`src/rtl/core/rqy_pkg.sv`:
```
`timescale 1ns / 1ps
// ----------------------------------------------------------------------------
// rqy_pkg
// Shared types and constants for the RGB quad to YCbCr 4:2:0 converter.
// ----------------------------------------------------------------------------
package rqy_pkg;

	localparam int PIX_W   = 8;
	localparam int N_LANES = 4;

	// one 2x2 quad of rgb pixels
	typedef struct packed {
		logic [PIX_W-1:0] upper_left_red;
		logic [PIX_W-1:0] upper_left_green;
		logic [PIX_W-1:0] upper_left_blue;
		logic [PIX_W-1:0] upper_right_red;
		logic [PIX_W-1:0] upper_right_green;
		logic [PIX_W-1:0] upper_right_blue;
		logic [PIX_W-1:0] lower_left_red;
		logic [PIX_W-1:0] lower_left_green;
		logic [PIX_W-1:0] lower_left_blue;
		logic [PIX_W-1:0] lower_right_red;
		logic [PIX_W-1:0] lower_right_green;
		logic [PIX_W-1:0] lower_right_blue;
	} quad_t;

	// four lumas and one shared chroma pair
	typedef struct packed {
		logic [PIX_W-1:0] luma_upper_left;
		logic [PIX_W-1:0] luma_upper_right;
		logic [PIX_W-1:0] luma_lower_left;
		logic [PIX_W-1:0] luma_lower_right;
		logic [PIX_W-1:0] blue_chroma;
		logic [PIX_W-1:0] red_chroma;
	} ycc_t;

	// pipeline handshake between top level stages and merge
	typedef struct packed {
		logic load;
	} rqy_ctrl_t;

endpackage

```
`src/rtl/core/rgb_quad_to_ycbcr420.sv`:
```
`timescale 1ns / 1ps
// ----------------------------------------------------------------------------
// rgb_quad_to_ycbcr420
// 2x2 RGB quad to four luma bytes and one Cb/Cr pair, JFIF equations.
// ----------------------------------------------------------------------------
//  channel | signals                    | direction | payload
//  --------+----------------------------+-----------+---------------------
//  quad    | quad_valid, quad_stall     | in        | quad_t, 12 bytes rgb
//  ycc     | ycc_valid, ycc_stall       | out       | ycc_t, 6 bytes
//
//  one quad per cycle while ycc_stall is low; registered in the lane stage, then the merge stage
//  four pixel lanes run side by side, the merge stage adds their chroma terms
//  arst_n clears the stage valid bits only; payload registers are not reset
//  ycc_stall holds the output register; quad_stall rises only when both
//  stages hold an item and the output is stalled
// ----------------------------------------------------------------------------
module rgb_quad_to_ycbcr420
	import rqy_pkg::*;
#(
	parameter int COEF_FRAC_BITS = 16
) (
	input  logic  clk,
	input  logic  arst_n,
	input  logic  quad_valid,
	output logic  quad_stall,
	input  quad_t quad,
	output logic  ycc_valid,
	input  logic  ycc_stall,
	output ycc_t  ycc
);

	localparam int TW = COEF_FRAC_BITS + 9;

	logic [N_LANES-1:0][PIX_W-1:0]     red, green, blue;
	logic [N_LANES-1:0][PIX_W-1:0]     luma;
	logic signed [N_LANES-1:0][TW-1:0] cb_term, cr_term;

	logic      valid_s1, valid_s2;
	logic      ready_s1, ready_s2;
	logic      load_s1;
	rqy_ctrl_t merge_ctrl;

	assign red[0]   = quad.upper_left_red;
	assign green[0] = quad.upper_left_green;
	assign blue[0]  = quad.upper_left_blue;
	assign red[1]   = quad.upper_right_red;
	assign green[1] = quad.upper_right_green;
	assign blue[1]  = quad.upper_right_blue;
	assign red[2]   = quad.lower_left_red;
	assign green[2] = quad.lower_left_green;
	assign blue[2]  = quad.lower_left_blue;
	assign red[3]   = quad.lower_right_red;
	assign green[3] = quad.lower_right_green;
	assign blue[3]  = quad.lower_right_blue;

	// a stage moves on when the one after it is empty or draining
	assign ready_s2        = !valid_s2 || !ycc_stall;
	assign ready_s1        = !valid_s1 || ready_s2;
	assign quad_stall      = !ready_s1;
	assign load_s1         = quad_valid && ready_s1;
	assign merge_ctrl.load = valid_s1 && ready_s2;

	always_ff @(posedge clk or negedge arst_n) begin
		if (!arst_n) begin
			valid_s1 <= 1'b0;
			valid_s2 <= 1'b0;
		end else begin
			if (ready_s1)
				valid_s1 <= quad_valid;
			if (ready_s2)
				valid_s2 <= valid_s1;
		end
	end

	for (genvar i = 0; i < N_LANES; i++) begin : g_lane
		rqy_lane #(
			.COEF_FRAC_BITS(COEF_FRAC_BITS)
		) u_lane (
			.clk    (clk),
			.load   (load_s1),
			.red    (red[i]),
			.green  (green[i]),
			.blue   (blue[i]),
			.luma   (luma[i]),
			.cb_term(cb_term[i]),
			.cr_term(cr_term[i])
		);
	end

	rqy_merge #(
		.COEF_FRAC_BITS(COEF_FRAC_BITS)
	) u_merge (
		.clk    (clk),
		.ctrl   (merge_ctrl),
		.luma   (luma),
		.cb_term(cb_term),
		.cr_term(cr_term),
		.ycc    (ycc)
	);

	assign ycc_valid = valid_s2;

	// back-pressure reaches the input only with the whole pipe full
	a_stall_only_when_full: assert property (@(posedge clk) disable iff (!arst_n)
		quad_stall |-> (valid_s1 && valid_s2 && ycc_stall))
		else $error("input stalled while the pipeline had room");

	a_accept_fills_s1: assert property (@(posedge clk) disable iff (!arst_n)
		(quad_valid && !quad_stall) |=> valid_s1)
		else $error("accepted item did not reach the lane stage");

	a_blocked_s1_held: assert property (@(posedge clk) disable iff (!arst_n)
		(valid_s1 && !ready_s2) |=> valid_s1)
		else $error("lane stage item lost while merge stage was blocked");

	a_s1_drains_to_s2: assert property (@(posedge clk) disable iff (!arst_n)
		(valid_s1 && ready_s2) |=> valid_s2)
		else $error("lane stage item did not move to the output");

endmodule

```
`src/rtl/core/rqy_lane.sv`:
```
`timescale 1ns / 1ps
// ----------------------------------------------------------------------------
// rqy_lane
// One pixel lane: luma byte and the scaled Cb and Cr terms of one pixel.
// ----------------------------------------------------------------------------
module rqy_lane
	import rqy_pkg::*;
#(
	parameter int COEF_FRAC_BITS = 16
) (
	input  logic                         clk,
	input  logic                         load,
	input  logic [PIX_W-1:0]             red,
	input  logic [PIX_W-1:0]             green,
	input  logic [PIX_W-1:0]             blue,
	output logic [PIX_W-1:0]             luma,
	output logic signed [COEF_FRAC_BITS+8:0] cb_term,
	output logic signed [COEF_FRAC_BITS+8:0] cr_term
);

	localparam int F  = COEF_FRAC_BITS;
	localparam int PW = F + PIX_W;      // coefficient times pixel
	localparam int LW = F + PIX_W + 1;  // luma sum
	localparam int TW = F + PIX_W + 1;  // signed chroma term

	// rounded magnitudes of the coefficients scaled by 2^F
	localparam longint unsigned KYR_L  = ((64'd29900 << F) + 64'd50000) / 64'd100000;
	localparam longint unsigned KYG_L  = ((64'd58700 << F) + 64'd50000) / 64'd100000;
	localparam longint unsigned KYB_L  = ((64'd11400 << F) + 64'd50000) / 64'd100000;
	localparam longint unsigned KCBR_L = ((64'd16874 << F) + 64'd50000) / 64'd100000;
	localparam longint unsigned KCBG_L = ((64'd33126 << F) + 64'd50000) / 64'd100000;
	localparam longint unsigned KHALF_L = ((64'd50000 << F) + 64'd50000) / 64'd100000;
	localparam longint unsigned KCRG_L = ((64'd41869 << F) + 64'd50000) / 64'd100000;
	localparam longint unsigned KCRB_L = ((64'd8131 << F) + 64'd50000) / 64'd100000;

	localparam logic [PW-1:0] KYR   = PW'(KYR_L);
	localparam logic [PW-1:0] KYG   = PW'(KYG_L);
	localparam logic [PW-1:0] KYB   = PW'(KYB_L);
	localparam logic [PW-1:0] KCBR  = PW'(KCBR_L);
	localparam logic [PW-1:0] KCBG  = PW'(KCBG_L);
	localparam logic [PW-1:0] KHALF = PW'(KHALF_L);
	localparam logic [PW-1:0] KCRG  = PW'(KCRG_L);
	localparam logic [PW-1:0] KCRB  = PW'(KCRB_L);

	logic [PW-1:0]        r_ext, g_ext, b_ext;
	logic [PW-1:0]        p_yr, p_yg, p_yb;
	logic [PW-1:0]        p_cbr, p_cbg, p_half_b, p_half_r, p_crg, p_crb;
	logic [LW-1:0]        luma_sum;
	logic [LW-F-1:0]      luma_int;
	logic [PIX_W-1:0]     luma_sat;
	logic signed [TW-1:0] cb_next, cr_next;

	logic [PIX_W-1:0]     luma_s1;
	logic signed [TW-1:0] cb_s1, cr_s1;

	always_comb begin
		r_ext    = PW'(red);
		g_ext    = PW'(green);
		b_ext    = PW'(blue);
		p_yr     = KYR * r_ext;
		p_yg     = KYG * g_ext;
		p_yb     = KYB * b_ext;
		p_cbr    = KCBR * r_ext;
		p_cbg    = KCBG * g_ext;
		p_half_b = KHALF * b_ext;
		p_half_r = KHALF * r_ext;
		p_crg    = KCRG * g_ext;
		p_crb    = KCRB * b_ext;

		luma_sum = LW'(p_yr) + LW'(p_yg) + LW'(p_yb);
		luma_int = luma_sum[LW-1:F];
		// rounded coefficients can overshoot full scale
		if (luma_int > (LW-F)'(255))
			luma_sat = '1;
		else
			luma_sat = luma_int[PIX_W-1:0];

		cb_next = $signed(TW'(p_half_b)) - $signed(TW'(p_cbr)) - $signed(TW'(p_cbg));
		cr_next = $signed(TW'(p_half_r)) - $signed(TW'(p_crg)) - $signed(TW'(p_crb));
	end

	always_ff @(posedge clk) begin
		if (load) begin
			luma_s1 <= luma_sat;
			cb_s1   <= cb_next;
			cr_s1   <= cr_next;
		end
	end

	assign luma    = luma_s1;
	assign cb_term = cb_s1;
	assign cr_term = cr_s1;

endmodule

```
`src/rtl/core/rqy_merge.sv`:
```
`timescale 1ns / 1ps
// ----------------------------------------------------------------------------
// rqy_merge
// Sums the four lane chroma terms and the offset, floors and clamps to a byte.
// ----------------------------------------------------------------------------
module rqy_merge
	import rqy_pkg::*;
#(
	parameter int COEF_FRAC_BITS = 16
) (
	input  logic                                          clk,
	input  rqy_ctrl_t                                     ctrl,
	input  logic [N_LANES-1:0][PIX_W-1:0]                 luma,
	input  logic signed [N_LANES-1:0][COEF_FRAC_BITS+8:0] cb_term,
	input  logic signed [N_LANES-1:0][COEF_FRAC_BITS+8:0] cr_term,
	output ycc_t                                          ycc
);

	localparam int F  = COEF_FRAC_BITS;
	localparam int SW = F + 12;        // quad sum plus offset, signed
	localparam int VW = SW - F - 2;    // integer part after the divide by four

	// 128 after the divide by four, in the scaled domain
	localparam logic signed [SW-1:0] OFFS = {2'b00, 10'd512, {F{1'b0}}};

	logic signed [SW-1:0] cb_sum, cr_sum;
	ycc_t                 ycc_s2;

	function automatic logic [PIX_W-1:0] sat_byte(input logic signed [SW-1:0] t);
		logic [VW-1:0] v;
		begin
			v = t[SW-1:F+2];
			if (t[SW-1])
				sat_byte = '0;
			else if (v > VW'(255))
				sat_byte = '1;
			else
				sat_byte = v[PIX_W-1:0];
		end
	endfunction

	// an element select of the packed array is unsigned, so sign it again
	always_comb begin
		cb_sum = OFFS;
		cr_sum = OFFS;
		for (int i = 0; i < N_LANES; i++) begin
			cb_sum = cb_sum + SW'($signed(cb_term[i]));
			cr_sum = cr_sum + SW'($signed(cr_term[i]));
		end
	end

	always_ff @(posedge clk) begin
		if (ctrl.load) begin
			ycc_s2.luma_upper_left  <= luma[0];
			ycc_s2.luma_upper_right <= luma[1];
			ycc_s2.luma_lower_left  <= luma[2];
			ycc_s2.luma_lower_right <= luma[3];
			ycc_s2.blue_chroma      <= sat_byte(cb_sum);
			ycc_s2.red_chroma       <= sat_byte(cr_sum);
		end
	end

	assign ycc = ycc_s2;

endmodule

```
`config.mk`:
```
export PLATFORM = sky130hd
export DESIGN_NAME = rgb_quad_to_ycbcr420
export DESIGN_NICKNAME = d
export VERILOG_FILES = /design/src/rtl/core/rqy_pkg.sv /design/src/rtl/core/rgb_quad_to_ycbcr420.sv /design/src/rtl/core/rqy_lane.sv /design/src/rtl/core/rqy_merge.sv
export SDC_FILE = /design/constraint.sdc
export NUM_CORES = 2
export LEC_CHECK = 0
export BUFFER_PORTS_ARGS = -buffer_cell sky130_fd_sc_hd__buf_2
export CAP_MARGIN = 25
export CORE_MARGIN = 2
export CORE_UTILIZATION = 30
export CTS_BUF_LIST = sky130_fd_sc_hd__clkbuf_4 sky130_fd_sc_hd__clkbuf_8 sky130_fd_sc_hd__clkbuf_16
export CTS_CLUSTER_SIZE = 14
export DETAILED_ROUTE_END_ITERATION = 10
export SLEW_MARGIN = 20
export SYNTH_ARGS = -nofsm -noshare
export SYNTH_HDL_FRONTEND = slang
export SYNTH_SLANG_ARGS = --single-unit
```
`constraint.sdc`:
```
create_clock -name clk -period 7.5 [get_ports clk]
set_input_delay 1.125 -clock clk [delete_from_list [all_inputs] [get_ports clk]]
set_output_delay 1.125 -clock clk [all_outputs]
set_load 0.02 [all_outputs]
```
### Word-level counts from Yosys, hierarchy flattened

Cells that the tools add are included.

| storage, ports and cells | value |
|---|---|
| flip-flop bits (word level) | 282 |
| bits of input ports | 100 |
| output and inout port bits | 50 |
| word-level logic and storage cells | 96 |

| operators by class | value |
|---|---|
| add/subtract/negate cells | 32 |
| multiply operators | 28 |
| order comparisons | 6 |
| mux-type cells | 2 |
| reductions and logical operators | 8 |

Operators with widths:

| operator | count |
|---|---|
| 15-bit by 8-bit multiplier with 23-bit output (first input constant) | 16 |
| 28-bit by 25-bit adder with 28-bit output | 6 |
| 13-bit by 8-bit multiplier with 21-bit output (first input constant) | 8 |
| 23-bit by 24-bit adder with 25-bit output | 4 |
| 25-bit by 21-bit adder with 25-bit output | 4 |
| 25-bit by 22-bit subtractor with 25-bit output | 4 |
| 25-bit by 24-bit subtractor with 25-bit output | 4 |
| 23-bit by 22-bit subtractor with 24-bit output | 4 |
| 23-bit by 23-bit subtractor with 24-bit output | 4 |
| 14-bit by 8-bit multiplier with 22-bit output (first input constant) | 4 |
| 27-bit by 25-bit adder with 28-bit output (first input constant) | 2 |
| 9-bit by 8-bit > comparator with 1-bit output (second input constant) | 4 |
| 10-bit by 8-bit > comparator with 1-bit output (second input constant) | 2 |
| 8-bit two-way mux | 2 |
| 1-bit logical NOT | 4 |
| 1-bit logical AND | 2 |
| 1-bit logical OR | 2 |

### Depth between registers and ports, before layout

| logic depth | value |
|---|---|
| depth after elaboration | 6 |
| mapped depth | 32 |

### Modules after synthesis

Synthesis repeated with hierarchy kept, for this count alone.

| unflattened totals | value |
|---|---|
| cell total of the unflattened synthesis | 8,010 |
| area, all modules | 77,693.3 um^2 |

By module, submodules not included:

| module | instances | cells an instance | area an instance (um^2) | seq. area each (um^2) |
|---|---|---|---|---|
| rqy_lane (g_lane[1].u_lane) | 1 | 1,837 | 17,719.5 | 1,741.7 |
| rqy_lane (g_lane[3].u_lane) | 1 | 1,826 | 17,653.2 | 1,741.7 |
| rqy_lane (g_lane[2].u_lane) | 1 | 1,811 | 17,534.3 | 1,741.7 |
| rqy_lane (g_lane[0].u_lane) | 1 | 1,792 | 17,440.5 | 1,741.7 |
| rqy_merge | 1 | 736 | 7,253.2 | 1,441.4 |
| rgb_quad_to_ycbcr420 | 1 | 8 | 92.6 | 50.0 |

### Worst setup path before layout

Ideal clock, no wire load.

| path | value |
|---|---|
| kind | input -> register |
| start point | input quad[9] in the netlist's numbering |
| end point | register g_lane[3].u_lane.luma_s1[1] (data pin) |
| arrival time | 8,165 ps |
| data required time | 7,223 ps |
| path slack | -942 ps |
| cell stages on the path | 27 |
| buffers on the path | 0 |
| cells stage by stage | inv_1 > fa_1 > fa_1 > inv_1 > ha_1 > and3b_1 > o21a_1 > o21a_1 > o311ai_0 > nand2b_1 > a21oi_1 > xnor2_1 > fa_1 > fa_1 > inv_1 > fa_1 > fa_1 > inv_1 > ha_1 > a21o_1 > a211o_1 > a22o_1 > a31o_2 > o21ai_1 > o221ai_1 > a21oi_1 > o21ai_0 |

| between the ends | value |
|---|---|
| cells in the longest elaborated chain, start to end | 4 |

RTL lines:

| element | RTL line | source |
|---|---|---|
| start, declared | rgb_quad_to_ycbcr420.sv:26 | `input quad_t quad,` |
| 15-bit by 8-bit multiplier with 23-bit output * | rqy_lane.sv:61 | `p_yg = KYG * g_ext;` |
| 23-bit by 24-bit adder with 25-bit output * | rqy_lane.sv:70 | `luma_sum = LW'(p_yr) + LW'(p_yg) + LW'(p_yb);` |
| 25-bit by 21-bit adder with 25-bit output * | rqy_lane.sv:70 |  |
| 9-bit by 8-bit > comparator with 1-bit output | rqy_lane.sv:73 | `if (luma_int > (LW-F)'(255))` |
| end signal, assigned | rqy_lane.sv:84 | `luma_s1 <= luma_sat;` |
| end, declared | rqy_lane.sv:53 | `logic [PIX_W-1:0] luma_s1;` |

Mark *: on every way between the ends. The rest lies on a longest branch, timed or not.
A chain may end at the register's enable or synchronous reset.

### Final worst setup path

| path | value |
|---|---|
| start point | input quad[61] in the netlist's numbering |
| end point | register g_lane[1].u_lane.luma_s1[7] (data pin) |

| between the ends | value |
|---|---|
| cells in the longest elaborated chain, start to end | 4 |

RTL lines:

| element | RTL line |
|---|---|
| 15-bit by 8-bit multiplier with 23-bit output * | rqy_lane.sv:61 |
| 23-bit by 24-bit adder with 25-bit output * | rqy_lane.sv:70 |
| 25-bit by 21-bit adder with 25-bit output * | rqy_lane.sv:70 |
| 9-bit by 8-bit > comparator with 1-bit output | rqy_lane.sv:73 |
| end signal, assigned | rqy_lane.sv:84 |
| end, declared | rqy_lane.sv:53 |

Marks and branches as above.

==> qor.txt <==
outcome: finished with violations
failing checks: negative setup slack
Initial Utilization: 30.1%
H-tree depth: 2
Setup CP Type: in2reg
TritonCTS Buffers: 40
Slowest-stage cell, CP: fa_1
RSZ-0062 raised after global routing: true
flip-flop and latch count after synthesis: 282
fin crit period: 7.64 ns
leading cell type in the layout, fill and taps excluded: inv_1
die width: 509 um
Non-Filler Instances: 11900
CP peak stage delay: 0.51 ns
synthesized cell area: 76400 um^2
GR met2 Demand/Resource: 30.2%
layer carrying the most global-route usage: met2
grt ovf: 0
TritonCTS sink count: 282
initial DRC count: 3034
largest family of logic cells by synthesized area: adder cells
Worst Slack Setup Final: -0.144 ns
Global Route Usage Sum: 17.7%
Die ar.: 259000 um^2
CP Launch Type: input port
Top FF cell, synth: edfxtp_1
largest net degree at the start of global routing: 151
fmax: 131 MHz
fraction of the mapped netlist area in compound gates: 10.9%
critical path peak fanout: 3
most frequent cells in the layout: inv_1 (1794), ha_1 (1661), fa_1 (1073)
drt pass-1 iters: 8
DRC viols: 0
post-synthesis mux area share: 0.108%
syn nets: 10700
Hold Path Class: in2async
Unique masters post-synth: 87
FFs w/ async S/R, synth: 0.709%
max-capacitance violation count: 0
sequential cell area fraction in the yosys report: 11.1%
num rows: 185
Routed Wire Length: 226 mm
antenna violations before repair: 17
Hold Vio Cnt, Final: 0
simple-gate area share of the yosys netlist: 7.28%
core area: 254000 um^2
Reg clk slew, reported paths: 0.06 ns
IO buf count: 149
dpl cells: 11800
Critical Path AT: 8.01 ns
R2R depth: 13
vias in the first global route: 60200
fillcell total: 25900
post-synthesis xor/xnor area fraction: 5.79%
headroom to the max-slew limit: 41.1%
Max clock buf depth: 3
Setup violations, final: 10
Wirelength per Cell: 18.9 um
clock skew: 0.0854 ns
most frequent CP cell: fa_1
synthesis-to-layout area growth: 15.0%
Placed Area: 85800 um^2
GR Util met3: 1.97%
fin nets: 11400
M1 GR Usage: 23.4%
Synth Instances: 7799
via count: 56700
first-pass GRT wire length: 352 mm
Post-Layout Inst Area: 87900 um^2
Max Slew Vio Count: 0
Worst-Margin Slew: 0.884 ns
Detail Route Antenna Nets: 0
post-synthesis adder-cell area fraction: 55.8%
Die H: 509 um
yosys warns: 0
clk_lat worst skew: 0.69 ns
number of enable flip-flop cells after synthesis: 280
CTS Hold Buffers Added: 0
RePlAce Congestion: 0.945
DR vias/cell: 4.74
Worst Path Required: 7.87 ns
share of cells above drive strength 1: 11.5%
clk root buf: clkbuf_16
Tcrit/Tclk final: 102%
CTS tree: done
crit end category: flip-flop
hpwl dp: 201 mm
Boundary Pins: 150
mean area per synthesized cell: 9.80 um^2
[worst max-delay path: cells and delay by family]
kind	cells	cell delay (ns)
AOI/OAI and AO/OA	10	2.27
and+or+nand+nor	5	0.51
xor gates and xnor gates	1	0.14
buffers and inverters	5	0.29
adders and majority gates	9	3.68
[state kept, by name (all words and copies together) (netlist names)]
name and cells:
ycc_valid 1, valid_s1 1, u_merge.ycc 48, g_lane.u_lane.luma 32, g_lane.u_lane.cr_term 100, g_lane.u_lane.cb_term 100
[synth_stat cells (10+ instances only)]
cell type  count  area (um^2)
o21bai_1      57          428
a21o_1       167         1250
xor2_1       175         1530
nand2b_1      55          344
clkbuf_1      10         37.5
a21oi_1      363         1820
a2111oi_0     15          131
ha_1        1689        21100
nand4_1       32          200
nor4_1        16          100
o31ai_1       18          135
nor3_1       123          616
a211oi_1      43          323
nor2b_1       46          288
a31oi_1       44          275
xnor2_1      328         2870
inv_1       1822         6840
o21ai_0      226         1130
o21a_1        73          548
o211ai_1      33          248
fa_1        1076        21500
nor2_1       334         1250
and2_1        22          138
nand2_1      248          931
o2111ai_1     15          131
a31o_2        15          131
or2_2         39          244
nand3_1       98          490
and3_1        51          319
a211o_1       12          105
or3_1         35          219
edfxtp_1     280         8410
a21boi_0      25          188
o41ai_1       12          105
[final cells by class]
cell class	count	area [um^2]	share of cell area, %
Antenna cell	7	17.5	0.0199
Clock buffer	40	1000	1.14
Clock inverter	33	390	0.444
Inverter	1822	6870	7.81
Multi-Input combinational cell	5685	61800	70.4
Sequential cell	282	8460	9.62
Tap cell	3366	4210	4.79
Timing Repair Buffer	714	5110	5.81
[path summary, 6_finish.rpt]
kind	from	slack, ns	to
worst max-delay path	quad[61]	-0.14	g_lane[1].u_lane.luma[7]
worst min-delay path	arst_n	0.29	valid_s1
worst max register to register	g_lane[0].u_lane.cb_term[16]	2.26	u_merge.ycc[14]
worst min register to register	g_lane[3].u_lane.luma[3]	0.42	u_merge.ycc[19]
max in group asynchronous	arst_n	7.11	ycc_valid
min in group clk	g_lane[3].u_lane.luma[3]	0.42	u_merge.ycc[19]
[layer usage]
layer	routed length, um	part of all wire [%]
met5	88	0.039
met4	6840	3.0
met3	9440	4.2
met2	109000	48
met1	101000	45
[through the flow]
stage / setup TNS (ns) / hold WS [ns] / worst slack (ns) / util (%)
finish: -0.683 / 0.293 / -0.144 / 34.6
global placement: -23.74 / 0.413 / -0.921 / 33.8
floorplan: -10.12 / 0.400 / -0.448 / -
CTS: -0.0418 / 0.239 / -0.0418 / 34.5
detailed placement: -26.11 / 0.405 / -1.04 / 33.8
global route: -4.77 / 0.261 / -0.369 / 34.6
[kinds of logic after synthesis]
| kind of cell | count (synthesis) |
|---|---|
| multiplexers | 8 |
| AND/OR/NAND/NOR | 1149 |
| flip-flops | 282 |
| buffers and inverters | 1832 |
| XOR/XNOR | 504 |
| adder cells (fa/ha/maj) | 2765 |
| AO/OA/AOI/OAI | 1259 |
[timing repair]
item | 4_1_cts | 5_1_grt
pin swaps | 43 | 49
setup endpoints to repair | 31 | 32
buffers inserted | 17 | 8
gates resized for setup | 33 | 87
Power is left out: the tool's default activity adds up to more than one toggle a clock period on the data nets, which glitch-free logic cannot reach.
